[config.mk]
export PLATFORM = sky130hd
export DESIGN_NAME = sqjs_front
export DESIGN_NICKNAME = d
export VERILOG_FILES = /design/src/rtl/sqjs_pkg.sv /design/src/rtl/sqjs_front.sv
export SDC_FILE = /design/constraint.sdc
export NUM_CORES = 1
export LEC_CHECK = 0
export ABC_CLOCK_PERIOD_IN_PS = 3350
export BUFFER_PORTS_ARGS = -buffer_cell sky130_fd_sc_hd__buf_4
export CORE_MARGIN = 2
export CORE_UTILIZATION = 50
export DETAILED_ROUTE_END_ITERATION = 6
export GPL_ROUTABILITY_DRIVEN = 0
export PLACE_DENSITY = 0.78
export SYNTH_ARGS = -nofsm -noshare
export SYNTH_HDL_FRONTEND = slang
export SYNTH_SLANG_ARGS = --single-unit
[constraint.sdc]
create_clock -name clk -period 3.35 [get_ports clk]
set_input_delay 0.67 -clock clk [delete_from_list [all_inputs] [get_ports clk]]
set_output_delay 0.67 -clock clk [all_outputs]
set_load 0.02 [all_outputs]
[src/rtl/sqjs_pkg.sv]
// shared constants, types and widths for the squared jensen-shannon accumulator
// no dependencies; imported by every module of the block
package sqjs_pkg;

  localparam int SAMPLE_BITS = 16;
  localparam int SUM_BITS    = 48;

  localparam int FRAC_BITS = 24;
  localparam int MANT_W    = 31;
  localparam int XW        = SAMPLE_BITS + 1;
  localparam int EW        = $clog2(XW);
  localparam int LOG_W     = EW + FRAC_BITS;
  localparam int LNP_W     = LOG_W + 30;
  localparam int TP_W      = SAMPLE_BITS + LOG_W;
  localparam int TERM_W    = LOG_W + 2;
  localparam int SCALE_W   = 24;
  localparam int OUT_W     = 32;
  localparam int LO_W      = 24;
  localparam int HI_W      = SUM_BITS - 1 - LO_W;
  localparam int PROD_W    = SUM_BITS - 1 + SCALE_W;
  localparam int CNT_W     = $clog2(FRAC_BITS);

  localparam logic [29:0]        LN2_Q30     = 30'd744261118;
  localparam logic [SCALE_W-1:0] SCALE_RESET = SCALE_W'(32768);
  localparam logic [63:0]        OUT_LIMIT   = (64'd1 << 48) - (64'd1 << 15);

  typedef struct packed {
    logic [SAMPLE_BITS-1:0] p;
    logic [SAMPLE_BITS-1:0] q;
    logic [SAMPLE_BITS:0]   s;
    logic                   p_zero;
    logic                   q_zero;
    logic                   last;
  } work_t;

  typedef struct packed {
    logic  valid;
    work_t work;
  } head_t;

endpackage

[src/rtl/sqjs_front.sv]
// front end: input handshake, element classification and a two-entry work queue
// depends on sqjs_pkg
module sqjs_front import sqjs_pkg::*; (
  input  logic                   clk,
  input  logic                   rst,
  input  logic                   in_valid,
  output logic                   in_stall,
  input  logic [SAMPLE_BITS-1:0] p_value,
  input  logic [SAMPLE_BITS-1:0] q_value,
  input  logic                   last_element,
  input  logic                   pop,
  output head_t                  head
);

  work_t      entry [2];
  logic [1:0] count;
  logic       wr_ptr;
  logic       rd_ptr;
  logic       push;
  work_t      incoming;

  always_comb begin
    incoming.p      = p_value;
    incoming.q      = q_value;
    incoming.s      = {1'b0, p_value} + {1'b0, q_value};
    incoming.p_zero = (p_value == '0);
    incoming.q_zero = (q_value == '0);
    incoming.last   = last_element;
  end

  assign in_stall   = (count == 2'd2);
  assign push       = in_valid && !in_stall;
  assign head.valid = (count != 2'd0);
  assign head.work  = entry[rd_ptr];

  always_ff @(posedge clk) begin
    if (push) begin
      entry[wr_ptr] <= incoming;
    end
  end

  always_ff @(posedge clk) begin
    if (rst) begin
      count  <= 2'd0;
      wr_ptr <= 1'b0;
      rd_ptr <= 1'b0;
    end else begin
      if (push) begin
        wr_ptr <= !wr_ptr;
      end
      if (pop) begin
        rd_ptr <= !rd_ptr;
      end
      count <= count + {1'b0, push} - {1'b0, pop};
    end
  end

endmodule

[Word-level counts from Yosys, hierarchy flattened]
Memories as Yosys holds them, arrays and structs flattened. A register that Yosys moved wholly into a read port is not among the register bits.
Cells that the tools add are included.
Cells by class
  add/subtract/negate cells: 3
  equal/unequal tests: 1
  muxes and demuxes: 4
  reductions and logical operators: 7
Operators by type and width (number)
  $logic_not 16->1: 2
  $add 16x16->17: 1
  $mux 1: 4
  $logic_not 1->1: 3
  $add 2x1->2: 1
  $eq 2x2->1 const B: 1
  $reduce_bool 2->1: 1
  $sub 2x1->2: 1
  $logic_and 1x1->1: 1
Word-level totals
  register bits: 4
  bits in writable memories: 104
  input port bits: 37
  output and inout bits: 54
  word-level logic and storage cells: 19
  memories: 1
Memory list
  entry: words 2, bits a word 52, rd ports 1, clocked after memory_dff 1, wr ports 1, RTL line sqjs_front.sv:15  | work_t entry [2];

[Logic depth before layout (Yosys ltp)]
Gate-level depths: netlist (run 1).
  depth after elaboration: 5
  gate-level depth with buffers: 8
  gate-level depth less buffers: 8

[Worst setup path before layout (run 1)]
No wires, ideal clock.
  path kind: in2reg
  start point: in in_valid
  end point: mem entry[0][0] (netlist name) (enable)
  setup time: 462 ps
  arrival time: 2942 ps
  data required time: 2888 ps
  path slack: -53 ps
  stages on the path: 2
  buffers on the path: 0
  cell sequence: nand2_1 > nor2_1
Between the ends
  longest elaborated chain between the ends: 3
Ends and longest elaborated chain
  start, declared: RTL line sqjs_front.sv:6  | input logic in_valid,
  $logic_and 1x1->1: RTL line sqjs_front.sv:32  | assign push = in_valid && !in_stall;
  $mux 1: RTL line sqjs_front.sv:37  | if (push) begin
  $mux 1 (not written as such): RTL line sqjs_front.sv:38  | entry[wr_ptr] <= incoming;
  end, declared: RTL line sqjs_front.sv:15
Every way passes these cells.

==> results.sh, run 1 <==
export IMPL_synth_top_cell_by_area="edfxtp_1"
export IMPL_nFillCells=708
export IMPL_cts_resized_gates=0
export IMPL_io_buffers=90
export IMPL_outcome="completed"
export IMPL_maxCapViolCount=0
export IMPL_cts_hold_buf=0
export IMPL_synth_area_leaders="edfxtp_1, mux2_2, ha_1"
export IMPL_synthXorXnorAreaFrac=0.0277
export IMPL_drive_above_1_share=0.421
export IMPL_io_pins=91
export IMPL_post_place_ws_ns=0.669
export IMPL_antenna_found_initial=0
export IMPL_skew_ns=0.00658
export IMPL_max_clock_freq_mhz=421
export IMPL_synth_nets=351
export IMPL_cp_start_kind="input port"
export IMPL_synth_area_um2=4750
export IMPL_grtUsageTotal=0.190
export IMPL_cp_end_kind="flop"
export IMPL_wl_um=9230
export IMPL_path_max_fanout=4
export IMPL_synth_top_area_frac=0.657
export IMPL_met3WireLength_um=615
export IMPL_rows=35
export IMPL_via_count=2860
export IMPL_setup_viol=0
export IMPL_nNetsFinal=450
export IMPL_synth_main_ff_cell="edfxtp_1"
export IMPL_synth_simple_area_share=0.0561
export IMPL_hold_path_class="in2reg"
export IMPL_post_cts_buffers=0
export IMPL_top_layer="met4"
export IMPL_wl_met1_um=4010
export IMPL_first_pass_iters=4
export IMPL_core_area_um2=9240
export IMPL_multi_input_area_um2=1500
export IMPL_worst_slew_pin_slew_ns=0.735
export IMPL_cts_root_buffer="clkbuf_8"
export IMPL_avgRoutedWirePerCell_um=17.5
export IMPL_path_class="in2reg"
export IMPL_tns_ns=0
export IMPL_path_clk_slew_ns=0.10
export IMPL_ys_ff_latch=109
export IMPL_cts_buffers=9
export IMPL_final_setup_worst_slack_ns=0.977
export IMPL_yosysUniqueCellTypes=39
export IMPL_rsz0062_at_grt="false"
export IMPL_min_period_ns=2.37
export IMPL_hold_viol_final=0
export IMPL_grt_pass1_wl_um=14600
export IMPL_start_util=0.514
export IMPL_async_reset_ff_frac=0
export IMPL_synth_top_family_by_area="multiplexers"
export IMPL_cp_arrival_ns=2.49
export IMPL_synth_edf_count=104
export IMPL_synth_fa_ha_area_frac=0.0516
export IMPL_synthTopCellsByCount="edfxtp_1, mux2_2, ha_1"
export IMPL_final_antenna_net_count=0
export IMPL_cts_tree="built"
export IMPL_fp_dieW_um=101
export IMPL_die_area_um2=10300
export IMPL_grt_max_degree=53
export IMPL_grt_pass1_vias=2902
export IMPL_p_leak_nw=2.19
export IMPL_cts_sinks=109
export IMPL_antennaDiodeCount=0
export IMPL_p_per_area_nw_per_um2=623
export IMPL_drt_first_iter_violations=146
export IMPL_htreeDepth=3
export IMPL_yosysSeqAreaShare=0.678
export IMPL_synth_cells=295
export IMPL_ir_worst_vdd_mv=0.255
export IMPL_required_ns=3.46
export IMPL_clk_latency_ns=0.37
export IMPL_drc=0
export IMPL_period_share=0.708
export IMPL_yosysMostFrequentCell="edfxtp_1"
export IMPL_dp_final_hpwl_um=6470
export IMPL_drv_slew=0
export IMPL_viasPerCell=5.42
export IMPL_chipHeight_um=101
export IMPL_muxShareOfSynthArea=0.123
export IMPL_synth_compound_area_frac=0.0550
export IMPL_grt_remaining_overflow=0
export IMPL_finalPower_mw=3.62
export IMPL_seqCellArea_um2=3220
export IMPL_max_slew_margin=0.510
export IMPL_wl_met2_um=4420
export IMPL_syn_to_final_growth_pct=22.4
export IMPL_ys_warn_count=0
export IMPL_cts_buffer_depth=2
export IMPL_synth_area_per_cell_um2=16.1
final timing paths:
check                           slack, ns  cells past startpoint    startpoint           end
worst max-delay path                 0.98                      8    p_value[0]  entry[1][13]
worst min-delay path                 0.48                      1  last_element   entry[1][0]
worst max register to register       1.62                      4      count[0]  entry[0][30]
worst min register to register       0.53                      2        rd_ptr          flop
placed cells by master, fill, tap and decap left out, types with 2 or more instances in the layout:
cell	instances
nor4_1	8
o21bai_1	2
inv_6	2
a31oi_1	2
edfxtp_1	104
buf_4	93
o21a_1	2
o21ai_0	8
nand2_1	10
clkinv_1	2
inv_1	4
a211oi_1	2
ha_1	18
clkinv_4	2
nand3_1	5
a21oi_1	12
xnor2_1	7
clkbuf_8	9
and4_1	2
a21o_1	2
mux2_2	52
nor2_1	10
dfxtp_1	4
xor2_1	8
and3_1	4
nor3_1	3
cells by family (layout without fill, tap and decap cells):
group | Yosys count | count (layout)
buf+inv | 10 | 114
simple gates | 51 | 51
compound gates | 39 | 39
xor+xnor | 15 | 15
fa+ha+maj | 19 | 19
flops | 109 | 109
mux | 52 | 52
layer usage:
metal,track usage,vias up
met4,0.0728,0
met3,0.0538,19
met2,0.313,93
li1,-,1356
met5,0,-
met1,0.241,1392
registers in the layout, summed over array words and instances, names as in the netlist, named ones only:
name,flops
count,2
entry,104
wr_ptr,1
rd_ptr,1
where the power goes:
group	internal (mW)	switching, mW
clock	0.349	0.452
combinational	0.425	0.572
sequential	1.77	0.0509
total	2.55	1.08
through the flow:
step                area, µm²  hold WS (ns)   util  cells
floorplan                4750         0.480      -    295
global placement         5620         0.496  0.608    512
detailed placement       5620         0.503  0.608    512
CTS                      5810         0.467  0.629    528
global route             5810         0.457  0.629    528
finish                   5810         0.480  0.629    528
worst max-delay path, cell delays in order:
cell	delay, ns
buf_4	0.13
ha_1	0.22
fa_1	0.42
a21oi_1	0.23
o211ai_1	0.20
a31oi_1	0.31
o21ai_0	0.14
xor2_1	0.16
area by class of cell:
type | count | share of cell area
Sequential cell | 109 | 0.555
Tap cell | 129 | 0.0278
Multi-Input combinational cell | 176 | 0.258
Clock inverter | 7 | 0.0125
Inverter | 4 | 0.00258
Clock buffer | 9 | 0.0213
Timing Repair Buffer | 94 | 0.124
(Power assumes the default switching activity.)
==> run 2: changes to the inputs <==
--- a/config.mk
+++ b/config.mk
@@ -5,7 +5,8 @@
 export SDC_FILE = /design/constraint.sdc
 export NUM_CORES = 1
 export LEC_CHECK = 0
-export ABC_CLOCK_PERIOD_IN_PS = 3350
+export ABC_AREA = 1
+export ABC_CLOCK_PERIOD_IN_PS = 2100
 export BUFFER_PORTS_ARGS = -buffer_cell sky130_fd_sc_hd__buf_4
 export CORE_MARGIN = 2
 export CORE_UTILIZATION = 50
==> constraint.sdc (replaced) <==
create_clock -name clk -period 2.1 [get_ports clk]
set_input_delay 0.42 -clock clk [delete_from_list [all_inputs] [get_ports clk]]
set_output_delay 0.42 -clock clk [all_outputs]
set_load 0.02 [all_outputs]
==> run 2 against run 1 <==
Critical path depth is 5 lower. Synthesized cell count is 32% higher. Total power is 41% higher. Sequential power is 49% higher. Critical path type is now reg2out.
==> results.sh, run 2 <==
export IMPL_required_ns=1.68
export IMPL_drive_above_1_share=0.373
export IMPL_post_cts_buffers=0
export IMPL_synth_top_cell_by_area="edfxtp_1"
export IMPL_drc=0
export IMPL_min_period_ns=1.95
export IMPL_cts_buffers=9
export IMPL_die_area_um2=10900
export IMPL_yosysSeqAreaShare=0.640
export IMPL_yosysUniqueCellTypes=26
export IMPL_cts_resized_gates=0
export IMPL_outcome="completed"
export IMPL_via_count=3181
export IMPL_post_place_ws_ns=-0.0140
export IMPL_path_class="reg2out"
export IMPL_fin_cells=629
export IMPL_synth_top_area_frac=0.621
export IMPL_cts_sinks=109
export IMPL_max_clock_freq_mhz=512
export IMPL_final_area_um2=6060
export IMPL_io_pins=91
export IMPL_hold_viol_final=0
export IMPL_r2r_start="count[1]"
export IMPL_grt_max_degree=40
export IMPL_synth_area_leaders="edfxtp_1, mux2_2, nand2_1"
export IMPL_synth_edf_count=104
export IMPL_seqCellArea_um2=3220
export IMPL_final_cell_mix="edfxtp_1, buf_4, nand2_1, mux2_2, inv_1"
export IMPL_largest_register_ffs=104
export IMPL_ys_ff_latch=109
export IMPL_synth_compound_area_frac=0.0127
export IMPL_ir_worst_vdd_mv=0.424
export IMPL_grtUsageTotal=0.186
export IMPL_avgRoutedWirePerCell_um=15.3
export IMPL_async_reset_ff_frac=0
export IMPL_worst_slew_pin_slew_ns=0.480
export IMPL_skew_ns=0.00908
export IMPL_nFillCells=756
export IMPL_cp_end_kind="output pin"
export IMPL_place_area_um2=5910
export IMPL_cp_start_kind="flop"
export IMPL_multi_input_area_um2=1610
export IMPL_path_clk_slew_ns=0.09
export IMPL_muxShareOfSynthArea=0.116
export IMPL_antennaDiodeCount=0
export IMPL_final_common_cell="edfxtp_1"
export IMPL_cts_hold_buf=0
export IMPL_r2r_end="count[1]"
export IMPL_period_share=0.931
export IMPL_p_leak_nw=2.52
export IMPL_drt_first_iter_violations=121
export IMPL_setup_viol=0
export IMPL_regMostFlops="entry"
export IMPL_synthTopCellsByCount="edfxtp_1, nand2_1, mux2_2"
export IMPL_cts_tree="built"
export IMPL_whs_ns=0.228
export IMPL_synthXorXnorAreaFrac=0.0157
export IMPL_synth_top_family_by_area="simple AND/OR/NAND/NOR gates"
export IMPL_antenna_found_initial=0
export IMPL_fp_dieW_um=104
export IMPL_ys_warn_count=0
export IMPL_chipHeight_um=104
export IMPL_tns_ns=0
export IMPL_grt_pass1_vias=3168
export IMPL_min_from="rst"
export IMPL_synth_area_um2=5030
export IMPL_reg2reg_depth=8
export IMPL_synth_main_ff_cell="edfxtp_1"
export IMPL_final_setup_worst_slack_ns=0.145
export IMPL_synth_area_per_cell_um2=12.9
export IMPL_synth_simple_area_share=0.123
export IMPL_grt_remaining_overflow=0
export IMPL_cts_buffer_depth=2
export IMPL_synth_nets=446
export IMPL_rsz0062_at_grt="false"
export IMPL_io_buffers=90
export IMPL_clk_latency_ns=0.37
export IMPL_grt_pass1_wl_um=15700
export IMPL_htreeDepth=3
export IMPL_final_antenna_net_count=0
export IMPL_cp_arrival_ns=1.53
export IMPL_maxCapViolCount=0
export IMPL_viasPerCell=5.06
export IMPL_max_slew_margin=0.680
export IMPL_drv_slew=0
export IMPL_synth_fa_ha_area_frac=0.0487
export IMPL_core_area_um2=9770
export IMPL_start_util=0.515
export IMPL_rrSetupSlack_ns=0.40
export IMPL_rows=36
export IMPL_yosysMostFrequentCell="edfxtp_1"
export IMPL_p_per_area_nw_per_um2=840
export IMPL_top_regs="entry (104), count (2)"
export IMPL_first_pass_iters=4
export IMPL_dpl_cell_count=613
export IMPL_syn_to_final_growth_pct=20.5
export IMPL_path_max_fanout=39
export IMPL_synth_cells=390
export IMPL_cts_root_buffer="clkbuf_8"
export IMPL_dp_final_hpwl_um=7040
export IMPL_wl_um=9630
export IMPL_hold_path_depth=2
export IMPL_nNetsFinal=547
export IMPL_hold_path_class="in2reg"
-- run 2: changes by cell type in the layout (fill, tap and decap cells not counted), sizes merged, moves of 5 or more --
cell / before / now
a21oi: 12 / 7
and3: 5 / 0
inv: 6 / 47
nand2: 10 / 92
nand3: 5 / 12
nor2: 11 / 19
o21ai: 8 / 2
xnor2: 7 / 2
-- run 2: per-stage QoR --
step,total power [mW],utilization
finish,5.10,0.620
detailed placement,4.08,0.604
CTS,5.14,0.620
floorplan,3.57,-
global placement,4.05,0.604
global route,5.33,0.620
-- run 2: how the worst max path moves through the flow --
stage                     startpoint            to  slack [ns]  cells after the start
after floorplan           p_value[0]  entry[0][17]        0.30                     10
after global placement    p_value[0]  entry[0][17]        0.08                     11
after detailed placement  p_value[0]  entry[0][17]       -0.01                     11
after CTS                       flop      head[17]        0.11                      3
after global routing            flop      head[17]        0.07                      3
final                           flop      head[21]        0.15                      3
-- run 2: cell type report --
type	instances	share of cell area
tap	133	0.0274
clock inverter	6	0.00495
clock buffer	10	0.0210
timing repair buffer	96	0.121
sequential	109	0.532
inverter	47	0.0291
multi-input combinational	228	0.265
-- run 2: worst max-delay path, stage by stage (launching register included) --
cell     delay (ns)
dfxtp_2        0.36
buf_12         0.24
mux2_2         0.38
buf_4          0.16
-- run 2: logic make-up (layout without fill, tap and decap cells) --
| group | Yosys count | in the layout |
|---|---|---|
| DFF | 109 | 109 |
| buffers and inverters | 53 | 159 |
| adders and majority gates | 19 | 19 |
| xor gates and xnor gates | 9 | 9 |
| AOI/OAI and AO/OA | 10 | 10 |
| and+or+nand+nor | 138 | 138 |
| muxes | 52 | 52 |
-- run 2: power breakdown --
group          total [mW]  internal (mW)  switching (mW)
Combinational        1.30          0.543           0.754
Clock                1.08          0.418           0.660
Sequential           2.72           2.67          0.0530
Total                5.10           3.63            1.47
-- run 2: per-layer routing --
layer	wire length, µm	vias to the layer above	GRT usage
met1	4260	1525	0.230
met3	458	14	0.0357
met5	0	-	0
li1	-	1555	-
met4	192	0	0.0782
met2	4720	87	0.320
==> run 3: changes to the inputs <==
--- a/config.mk
+++ b/config.mk
@@ -8,7 +8,7 @@
 export ABC_AREA = 1
 export ABC_CLOCK_PERIOD_IN_PS = 2100
 export BUFFER_PORTS_ARGS = -buffer_cell sky130_fd_sc_hd__buf_4
-export CORE_MARGIN = 2
+export CORE_MARGIN = 1
 export CORE_UTILIZATION = 50
 export DETAILED_ROUTE_END_ITERATION = 6
 export GPL_ROUTABILITY_DRIVEN = 0
==> run 3 against run 2 <==
Global-route usage increased by 1.0 points. Register-to-register slack about the same. Total power up 5.7%. Sequential power is essentially flat. Sequential cell count unchanged. Critical path depth unchanged. Via count shrank 1.0%. Clock power up 27%. Utilization increased by 0.65 points. First-iteration DRC count is 33% lower. Sequential share of layout area down 0.55 points. Final cell count is the same. Critical endpoint is now head[17]. Largest cell class unchanged.
==> results.sh, run 3 (synthesis results as in run 2) <==
export IMPL_max_slew_margin=0.682
export IMPL_drv_slew=0
export IMPL_path_max_fanout=38
export IMPL_dpl_cell_count=613
export IMPL_fin_cells=629
export IMPL_path_clk_slew_ns=0.10
export IMPL_final_setup_worst_slack_ns=0.146
export IMPL_start_util=0.515
export IMPL_tns_ns=0
export IMPL_cts_tree="built"
export IMPL_antenna_found_initial=0
export IMPL_post_place_ws_ns=0.00287
export IMPL_period_share=0.930
export IMPL_rrSetupSlack_ns=0.41
export IMPL_worst_slew_pin_slew_ns=0.473
export IMPL_io_pins=91
export IMPL_cts_sinks=109
export IMPL_required_ns=1.68
export IMPL_finalPower_mw=5.38
export IMPL_antennaDiodeCount=0
export IMPL_final_cell_mix="edfxtp_1, buf_4, nand2_1, mux2_2, inv_1"
export IMPL_wl_um=9550
export IMPL_via_count=3148
export IMPL_cp_arrival_ns=1.53
export IMPL_cts_root_buffer="clkbuf_8"
export IMPL_r2r_end="count[1]"
export IMPL_rsz0062_at_grt="false"
export IMPL_viasPerCell=5.00
export IMPL_grtUsageTotal=0.197
export IMPL_grt_max_degree=39
export IMPL_reg2reg_depth=8
export IMPL_grt_pass1_vias=3259
export IMPL_final_common_cell="edfxtp_1"
export IMPL_setup_viol=0
export IMPL_hold_path_class="in2reg"
export IMPL_dp_final_hpwl_um=6900
export IMPL_die_area_um2=10500
export IMPL_slowest_delay_ns=0.39
export IMPL_skew_ns=0.00393
export IMPL_maxCapViolCount=0
export IMPL_slowest_stage="mux2_2"
export IMPL_hold_path_depth=2
export IMPL_hold_viol_final=0
export IMPL_cts_resized_gates=0
export IMPL_syn_to_final_growth_pct=21.8
export IMPL_r2r_start="count[1]"
export IMPL_drive_above_1_share=0.381
export IMPL_p_leak_nw=2.54
export IMPL_nNetsFinal=547
export IMPL_fp_dieW_um=102
export IMPL_path_class="reg2out"
export IMPL_clk_latency_ns=0.36
export IMPL_grt_remaining_overflow=0
export IMPL_rows=36
export IMPL_htreeDepth=3
export IMPL_regMostFlops="entry"
export IMPL_whs_ns=0.237
export IMPL_cts_hold_buf=0
export IMPL_avgRoutedWirePerCell_um=15.2
export IMPL_cp_cell_sequence="buf_12 -> mux2_2 -> buf_4"
export IMPL_outcome="completed"
export IMPL_final_antenna_net_count=0
export IMPL_p_per_area_nw_per_um2=879
export IMPL_max_clock_freq_mhz=512
export IMPL_cts_buffer_depth=2
export IMPL_grt_pass1_wl_um=15400
export IMPL_cp_end_kind="output pin"
export IMPL_io_buffers=90
export IMPL_drc=0
export IMPL_top_regs="entry (104), count (2)"
export IMPL_min_period_ns=1.95
export IMPL_ir_worst_vdd_mv=0.446
export IMPL_drt_first_iter_violations=81
export IMPL_cts_buffers=9
export IMPL_min_from="rst"
export IMPL_post_cts_buffers=0
export IMPL_chipHeight_um=102
export IMPL_first_pass_iters=4
export IMPL_largest_register_ffs=104
export IMPL_core_area_um2=9770
export IMPL_cp_start_kind="flop"
==> run 3: cell types whose count changed in the layout (fill, tap and decap cells not counted) <==
| cell | change |
|---|---|
| clkbuf_1 | -1 |
| clkinvlp_4 | +2 |
| inv_6 | +1 |
| clkinv_1 | -3 |
| bufinv_16 | +2 |
| clkinv_2 | -1 |
==> run 3: area by class of cell <==
cell class	instances	area, µm²
clock inverters	7	97.6
fillers	775	3650
repair buffers	96	733
flip-flops and latches	109	3220
clock buffers	9	124
well taps	133	166
multi-input cells	228	1610
inverters	47	176
==> run 3: power breakdown <==
| group | leakage [nW] | switching [mW] | internal, mW | total [mW] |
|---|---|---|---|---|
| Sequential | 1.01 | 0.0560 | 2.67 | 2.72 |
| Combinational | 1.42 | 0.749 | 0.541 | 1.29 |
| Clock | 0.106 | 0.693 | 0.676 | 1.37 |
| Total | 2.54 | 1.50 | 3.89 | 5.38 |
==> run 3: worst max-delay path, delay by kind of cell, from the launching register on <==
kind                   cells  cell delay, ns
DFF                        1            0.36
muxes                      1            0.39
buffers and inverters      2            0.39
==> run 3: worst max-delay path by stage <==
stage / cells after the start / endpoint / start / slack [ns]
after floorplan: 10 / entry[0][17] / p_value[0] / 0.30
after global placement: 11 / entry[0][17] / p_value[0] / 0.08
after detailed placement: 11 / entry[0][17] / p_value[0] / 0.003
after CTS: 3 / head[17] / flop / 0.13
after global routing: 3 / head[17] / flop / 0.1
final: 3 / head[17] / flop / 0.15
==> run 3: through the flow <==
stage	cell area (µm²)	utilization
2_1_floorplan	5050	-
3_3_place_gp	5910	0.604
4_1_cts	6130	0.627
3_5_place_dp	5910	0.604
5_1_grt	6130	0.627
6_report	6130	0.627
==> run 3: per-layer routing <==
layer	vias up	track usage	part of all wire
met5	-	0	0
met1	1488	0.232	0.43
met2	97	0.342	0.50
met3	12	0.0568	0.061
met4	0	0.0736	0.014
li1	1551	-	-
